[config.mk]
export PLATFORM = sky130hd
export DESIGN_NAME = signal_rms_meter_core
export DESIGN_NICKNAME = d
export VERILOG_FILES = /design/src/rtl/srm_pkg.sv /design/src/rtl/signal_rms_meter_core.sv
export SDC_FILE = /design/constraint.sdc
export NUM_CORES = 1
export LEC_CHECK = 0
export BUFFER_PORTS_ARGS = -buffer_cell sky130_fd_sc_hd__clkbuf_2
export CAP_MARGIN = 20
export CORE_MARGIN = 4
export CORE_UTILIZATION = 50
export CTS_CLUSTER_DIAMETER = 150
export CTS_CLUSTER_SIZE = 16
export DETAILED_ROUTE_END_ITERATION = 10
export PLACE_DENSITY = 0.69
export SLEW_MARGIN = 10
export SYNTH_ARGS = -nofsm -noshare
export SYNTH_HDL_FRONTEND = slang
export SYNTH_SLANG_ARGS = --single-unit
[constraint.sdc]
create_clock -name clk_i -period 7.94 [get_ports clk_i]
set_input_delay 0.794 -clock clk_i [delete_from_list [all_inputs] [get_ports clk_i]]
set_output_delay 0.794 -clock clk_i [all_outputs]
set_load 0.02 [all_outputs]
[src/rtl/srm_pkg.sv]
package srm_pkg;

  localparam int unsigned MAX_SAMPLES  = 65536;
  localparam int unsigned SAMPLE_WIDTH = 16;

  localparam int unsigned RMS_WIDTH   = 16;
  localparam int unsigned COUNT_OUT_W = 17;

  localparam int unsigned COUNT_W  = $clog2(MAX_SAMPLES + 1);
  localparam int unsigned SUM_FULL = 2 * SAMPLE_WIDTH - 2 + $clog2(MAX_SAMPLES) + 1;
  localparam int unsigned SUM_W    = (SUM_FULL > 64) ? 64 : SUM_FULL;
  localparam int unsigned PROD_W   = 2 * SAMPLE_WIDTH;
  localparam int unsigned ROOT_W   = SAMPLE_WIDTH;
  localparam int unsigned RAD_W    = 2 * ROOT_W;
  localparam int unsigned ALU_W    = (COUNT_W + 1 > ROOT_W + 2) ? COUNT_W + 1 : ROOT_W + 2;
  localparam int unsigned STEP_W   = $clog2(SUM_W);

  typedef struct packed {
    logic signed [SAMPLE_WIDTH-1:0] sample;
    logic                           last;
  } in_t;

  typedef struct packed {
    logic [RMS_WIDTH-1:0]   rms_value;
    logic [COUNT_OUT_W-1:0] sample_count;
    logic                   count_overflow;
  } out_t;

  typedef enum logic [2:0] {
    ST_IDLE,
    ST_SQUARE,
    ST_ACCUM,
    ST_DIVIDE,
    ST_ROOT
  } state_e;

endpackage

[src/rtl/signal_rms_meter_core.sv]
// Channel    Direction  Handshake                    Payload
// input      in         start_i high, busy_o low     in_i     (srm_pkg::in_t)
// result     out        result_valid_o, one cycle    result_o (srm_pkg::out_t)
//
// A sample that does not close a block is captured, squared and accumulated in turn.
// The closing sample then goes on through the divide and the root: one shared
// subtractor runs a restoring divide, one quotient bit per cycle, then a digit-by-digit
// square root, one root bit per cycle. The result strobes in the cycle busy_o drops.
// rst_ni clears the sum, count, overflow flag and sequencer. The receiver cannot stall.
module signal_rms_meter_core (
  input  logic          clk_i,
  input  logic          rst_ni,
  input  logic          start_i,
  output logic          busy_o,
  input  srm_pkg::in_t  in_i,
  output logic          result_valid_o,
  output srm_pkg::out_t result_o
);
  import srm_pkg::*;

  state_e state_q, state_d;
  logic [STEP_W-1:0]  step_q, step_d;
  logic [SUM_W-1:0]   sum_q, sum_d;
  logic [COUNT_W-1:0] count_q, count_d;
  logic               ovf_q, ovf_d;
  logic               valid_q, valid_d;

  logic signed [SAMPLE_WIDTH-1:0] smp_q, smp_d;
  logic                 last_q, last_d;
  logic [PROD_W-1:0]    prod_q, prod_d;
  logic [SUM_W-1:0]     x_q, x_d;
  logic [ALU_W-1:0]     rem_q, rem_d;
  logic [ROOT_W-1:0]    root_q, root_d;
  out_t                 res_q, res_d;

  logic [SAMPLE_WIDTH-1:0] mag;
  logic [SUM_W-1:0]        sum_acc;
  logic [ALU_W-1:0]        alu_a, alu_b;
  logic [ALU_W:0]          alu_diff;
  logic                    borrow;

  assign mag      = smp_q[SAMPLE_WIDTH-1] ? $unsigned(-smp_q) : $unsigned(smp_q);
  assign alu_diff = {1'b0, alu_a} - {1'b0, alu_b};
  assign borrow   = alu_diff[ALU_W];

  always_comb begin
    state_d = state_q;
    step_d  = step_q;
    sum_d   = sum_q;
    count_d = count_q;
    ovf_d   = ovf_q;
    valid_d = 1'b0;
    smp_d   = smp_q;
    last_d  = last_q;
    prod_d  = prod_q;
    x_d     = x_q;
    rem_d   = rem_q;
    root_d  = root_q;
    res_d   = res_q;
    alu_a   = '0;
    alu_b   = '0;
    sum_acc = sum_q;
    unique case (state_q)
      ST_IDLE: begin
        if (start_i) begin
          smp_d   = in_i.sample;
          last_d  = in_i.last;
          state_d = ST_SQUARE;
        end
      end
      ST_SQUARE: begin
        prod_d  = {{SAMPLE_WIDTH{1'b0}}, mag} * {{SAMPLE_WIDTH{1'b0}}, mag};
        state_d = ST_ACCUM;
      end
      ST_ACCUM: begin
        if (count_q == COUNT_W'(MAX_SAMPLES)) begin
          ovf_d = 1'b1;
        end else begin
          sum_acc = sum_q + SUM_W'(prod_q);
          count_d = count_q + 1'b1;
        end
        if (last_q) begin
          x_d     = sum_acc;
          sum_d   = '0;
          rem_d   = '0;
          step_d  = STEP_W'(SUM_W - 1);
          state_d = ST_DIVIDE;
        end else begin
          sum_d   = sum_acc;
          state_d = ST_IDLE;
        end
      end
      ST_DIVIDE: begin
        alu_a = {rem_q[ALU_W-2:0], x_q[SUM_W-1]};
        alu_b = ALU_W'(count_q);
        x_d   = {x_q[SUM_W-2:0], ~borrow};
        rem_d = borrow ? alu_a : alu_diff[ALU_W-1:0];
        if (step_q == '0) begin
          rem_d   = '0;
          root_d  = '0;
          step_d  = STEP_W'(ROOT_W - 1);
          state_d = ST_ROOT;
        end else begin
          step_d = step_q - 1'b1;
        end
      end
      ST_ROOT: begin
        alu_a  = {rem_q[ALU_W-3:0], x_q[RAD_W-1 -: 2]};
        alu_b  = ALU_W'({root_q, 2'b01});
        root_d = {root_q[ROOT_W-2:0], ~borrow};
        rem_d  = borrow ? alu_a : alu_diff[ALU_W-1:0];
        x_d    = {x_q[SUM_W-3:0], 2'b00};
        if (step_q == '0) begin
          res_d.rms_value      = RMS_WIDTH'(root_d);
          res_d.sample_count   = COUNT_OUT_W'(count_q);
          res_d.count_overflow = ovf_q;
          valid_d = 1'b1;
          count_d = '0;
          ovf_d   = 1'b0;
          state_d = ST_IDLE;
        end else begin
          step_d = step_q - 1'b1;
        end
      end
      default: state_d = ST_IDLE;
    endcase
  end

  always_ff @(posedge clk_i or negedge rst_ni) begin
    if (!rst_ni) begin
      state_q <= ST_IDLE;
      step_q  <= '0;
      sum_q   <= '0;
      count_q <= '0;
      ovf_q   <= 1'b0;
      valid_q <= 1'b0;
    end else begin
      state_q <= state_d;
      step_q  <= step_d;
      sum_q   <= sum_d;
      count_q <= count_d;
      ovf_q   <= ovf_d;
      valid_q <= valid_d;
    end
  end

  always_ff @(posedge clk_i) begin
    smp_q  <= smp_d;
    last_q <= last_d;
    prod_q <= prod_d;
    x_q    <= x_d;
    rem_q  <= rem_d;
    root_q <= root_d;
    res_q  <= res_d;
  end

  assign busy_o         = (state_q != ST_IDLE);
  assign result_valid_o = valid_q;
  assign result_o       = res_q;

endmodule
=== Yosys cells after proc, flatten, opt, wreduce, memory -nomap -nowiden ===
Cells that the tools add are included.

* $add $sub $neg: 5
* Multiply operators: 1
* Eq/ne operators: 12
* Multiplexer cells: 31
* Bitwise operators: 1
* Reductions and logical operators: 14

{| class="wikitable"
|+ Operators with widths
! kind !! number
|-
| $mux W47 || 3
|-
| $pmux W47 S3 || 1
|-
| $mux W17 || 6
|-
| $pmux W18 S2 || 2
|-
| $pmux W17 S3 || 1
|-
| $add A47 B32 Y47 || 1
|-
| $pmux W17 S2 || 1
|-
| $mul A16 B16 Y32 || 1
|-
| $mux W16 || 2
|-
| $pmux W16 S2 || 1
|-
| $sub A18 B18 Y19 || 1
|-
| $mux W6 || 3
|-
| $pmux W6 S3 || 1
|-
| $add A17 B1 Y17 const B || 1
|-
| $eq A17 B17 Y1 const B || 1
|-
| $neg A16 Y16 || 1
|-
| $pmux W3 S5 || 1
|-
| $ne A2 B2 Y1 const B || 7
|-
| $reduce_and A3 Y1 || 4
|-
| $mux W3 || 3
|-
| $reduce_and A2 Y1 || 4
|-
| $eq A3 B2 Y1 const B || 2
|-
| $logic_not A6 Y1 || 1
|-
| $reduce_bool A3 Y1 || 2
|-
| 9 further kinds || 13
|}

* Bits in registers: 238
* Input port bits: 20
* Output and inout bits: 36
* Word-level logic and storage cells: 79

=== Depth between registers and ports, before layout ===
* Word-level depth: 6
* Mapped depth: 31
* Depth with buffers taken out: 30

=== Least setup slack after synthesis ===
Ideal clock, no wire load.

* Path type: flip-flop to flip-flop
* Start point: reg smp_q[5]
* End point: reg prod_q[30], data pin
* Library setup time: 0.258 ns
* Data arrival time: 7.643 ns
* Required time: 7.682 ns
* Setup slack: 0.040 ns
* Cell stages (with the launch flop): 28
* Buffers on the path: 0
* Path through: edfxtp_1 -> or4_4 -> or3_4 -> o31ai_1 -> xor2_1 -> clkinv_1 -> nand2_1 -> inv_1 -> fa_1 -> inv_1 -> fa_1 -> inv_1 -> fa_1 -> fa_1 -> fa_1 -> inv_1 -> fa_1 -> inv_1 -> ha_1 -> a21o_1 -> o21bai_1 -> a31oi_1 -> a31oi_1 -> o21a_1 -> a221o_1 -> a221o_1 -> a21oi_1 -> xnor2_1

* Word-level cells in the longest chain between the ends: 3

{| class="wikitable"
|+ RTL lines
! element !! RTL line !! text
|-
| start: declaration || signal_rms_meter_core.sv:28 || <nowiki>logic signed [SAMPLE_WIDTH-1:0] smp_q, smp_d;</nowiki>
|-
| start signal: assignment || signal_rms_meter_core.sv:148 || <nowiki>smp_q <= smp_d;</nowiki>
|-
| $neg A16 Y16 || signal_rms_meter_core.sv:42 || <nowiki>assign mag = smp_q[SAMPLE_WIDTH-1] ? $unsigned(-smp_q) : $unsigned(smp_q);</nowiki>
|-
| $mux W16 * || signal_rms_meter_core.sv:42 ||
|-
| $mul A16 B16 Y32 * || signal_rms_meter_core.sv:72 || <nowiki>prod_d = {{SAMPLE_WIDTH{1'b0}}, mag} * {{SAMPLE_WIDTH{1'b0}}, mag};</nowiki>
|-
| end signal: assignment || signal_rms_meter_core.sv:150 || <nowiki>prod_q <= prod_d;</nowiki>
|-
| end: declaration || signal_rms_meter_core.sv:30 || <nowiki>logic [PROD_W-1:0] prod_q, prod_d;</nowiki>
|}

Every way passes the cells marked *; elsewhere a longest branch is shown, timed or not.
A chain may end at the register's enable or synchronous reset.

=== Worst setup path after layout ===
* Start point: reg smp_q[6]
* End point: reg prod_q[30], data pin

The elaborated chain is that of the path after synthesis.

==> summary.md <==
| Metric | Value |
|---|---|
| Outcome | finished clean |
| R2R Setup Slk | 220 ps |
| Vias/cell | 5.78 |
| Syn Inst Count | 2071 |
| Input/output buffers | 55 |
| Clock buffer depth | 3 |
| R2R cell count | 26 |
| Mapped Area | 20400 um2 |
| Max-Cap Viols | 0 |
| Final Hold Fails | 0 |
| Share of layout cells above drive strength 1 | 0.114 |
| Placer congestion estimate | 0.924 |
| CP startpoint kind | flip-flop |
| Hpwl dp | 36900 um |
| Critical Path RT | 8210 ps |
| Drt drc | 0 |
| DRT Pass-1 Iters | 4 |
| Grt ovf | 0 |
| Final nets | 2495 |
| TritonCTS clock tree | done |
| H-tree lvl count | 1 |
| CP Data Arrival Time | 7990 ps |
| Die H | 210 um |
| Post-synth EDFFs | 162 |
| Sink Count | 237 |
| Number of global-route vias before repair | 15900 |
| Final Skew | 22.5 ps |
| Synth Flop Type | edfxtp_1 |
| Crit. End Element | flip-flop |
| Avg WL per Cell | 18.1 um |
| Final Instance Count excl. Fillers | 2693 |
| Initial cell density of the core | 0.509 |
| Most frequent cell after synthesis | inv_1 |
| Gr usage total | 0.218 |
| Max Clk Rate | 0.130 GHz |
| Compound-Gate Fraction of Synth Area | 0.180 |
| Vias | 15600 |
| Placed insts | 2643 |
| Post-synth top area share | 0.239 |
| Post-synthesis simple-gate area fraction | 0.109 |
| Initial antenna violation count | 0 |
| Ys async rst share | 0.316 |
| Drt initial violations | 967 |
| Critical path class | flip-flop to flip-flop |
| Syn_area_per_cell | 9.83 um2 |
| Synth Area in XOR/XNOR | 0.0434 |
| Die area | 44000 um2 |
| Synth top cells by count | 268 x inv_1, 184 x nand2_1, 166 x fa_1, 162 x edfxtp_1, 153 x ha_1 |
| Unique cell type count in the Yosys netlist | 81 |
| HP Class | primary input to async pin |
| N_diodes | 0 |
| Relative slew slack | 0.241 |
| Place WS | -24.4 ps |
| Synthesis Warnings | 0 |
| Area share of fa/ha/maj cells after synthesis | 0.257 |
| Sequential area share after synthesis | 0.331 |
| Die X | 210 um |
| Register bit count reported by yosys | 237 |
| CTS root buf | clkbuf_16 |
| Row Count | 73 |
| Syn-to-layout area delta | 10.6% |
| Final WL | 48800 um |
| RSZ-0062 raised after global routing | true |
| Final setup fails | 0 |
| Clock Latency Late Sink | 540 ps |
| Final ANT Viol Nets | 0 |
| Ports | 56 |
| Main combinational cell family by area after synthesis | adder cells |
| Final slew viol count | 0 |
| Placeable Area | 40000 um2 |
| Area leader, netlist | edfxtp_1 |
| Min Tclk post-route | 7720 ps |
| Largest net degree at the start of global routing | 76 |
| Post-synthesis mux area share | 0.0114 |
| Final WS setup | 219 ps |
| Largest cells by area after synthesis | edfxtp_1 24%, fa_1 16%, ha_1 9.4% |
| Final period utilization | 0.972 |
| Inserted Clock Buffers | 18 |
| CP Max Fanout | 5 |
| Worst-margin pin slew | 1140 ps |
| Clock Pin Slew Worst Setup and Hold Paths | 90 ps |
| First-pass GRT wire length | 79400 um |
==> worst paths after layout <==
path | from | to
max in group asynchronous | rst_ni | sum_q[6]$_DFFE_PN0P_
min in group clk_i | in_i[2] | smp_q[1]$_DFFE_PP_
hold / removal | rst_ni | result_valid_o$_DFF_PN0_
setup reg to reg | smp_q[6]$_DFFE_PP_ | prod_q[30]$_DFFE_PP_
setup / recovery | smp_q[6]$_DFFE_PP_ | prod_q[30]$_DFFE_PP_
hold reg to reg | root_q[13]$_SDFFCE_PN0P_ | result_o[32]$_DFFE_PP_
==> registers in the layout, indices dropped and copies added (netlist names), 3 cells and up <==
signal    flops
sum_q        47
x_q          47
result_o     34
prod_q       31
count_q      17
rem_q        17
root_q       16
smp_q        16
step_q        6
state_q       3
==> cells by family (layout without fill, tap and decap cells) <==
kind of cell,Yosys count,in the layout
simple gates,477,477
other cells,2,12
mux,23,23
buf+inv,361,448
xor+xnor,97,97
compound gates,555,555
flops,237,237
fa+ha+maj,319,319
==> metal layers <==
metal / track usage / up-vias / wire length, um
li1: - / 7384 / -
met1: 0.281 / 7677 / 20500
met2: 0.389 / 406 / 24600
met3: 0.0265 / 97 / 2220
met4: 0.0592 / 0 / 1440
met5: 0 / - / 0
==> area by class of cell <==
cell class / instances / area, um2
timing repair buffer: 137 / 937
fill: 3447 / 17500
clock inverter: 2 / 21.3
inverter: 279 / 1050
multi-input combinational: 1483 / 12600
clock buffer: 30 / 495
tap: 525 / 657
sequential: 237 / 6740
==> cells in the final DEF (no fill, tap or decap), drive strengths merged, types with 18 or more instances in the layout <==
cell type    n
a22oi       37
edfxtp     162
o21ai      130
o21a        19
xor2        36
a22o        42
buf         83
nor2       133
a21oi      136
clkbuf      84
inv        274
dfrtp       75
nand3       26
fa         166
a21o        45
mux2i       21
nand2      186
and3        37
a31oi       23
xnor2       61
ha         153
o31ai       18
==> per-stage QoR <==
step                      utilization  instance area (um2)  TNS, ps  hold slack (ps)
final                           0.563                22500        0              207
after global routing            0.563                22500    -85.5              223
after CTS                       0.553                22100        0              406
after detailed placement        0.538                21500    -24.4              431
after global placement          0.538                21500        0              428
after floorplan                     -                20400        0              418
==> worst max-delay path, stage by stage (launching register included) <==
cell and delay (ps):
edfxtp_1 390, or4_4 550, or3_4 420, or4_4 500
o31ai_4 250, xnor2_2 100, inv_2 130, buf_4 150
nor2_4 40, ha_1 280, inv_1 60, fa_1 530
inv_1 60, fa_1 490, fa_1 530, fa_1 440
fa_1 570, ha_4 230, nand4_1 120, a211oi_1 70
o21ai_1 200, a31oi_4 160, o21a_1 230, a221o_1 350
a221o_1 320, a21oi_2 170, xnor2_1 90
==> timing repair <==
item                                   CTS  global route
buffers inserted                         5            10
setup endpoints to repair                1             8
pin swaps                               13            62
hold buffers                             0             0
endpoints found under the hold margin    0             0
gates resized for setup                 10            52
Power is left out: the tool's default activity adds up to more than one toggle a clock period on the data nets, which glitch-free logic cannot reach.
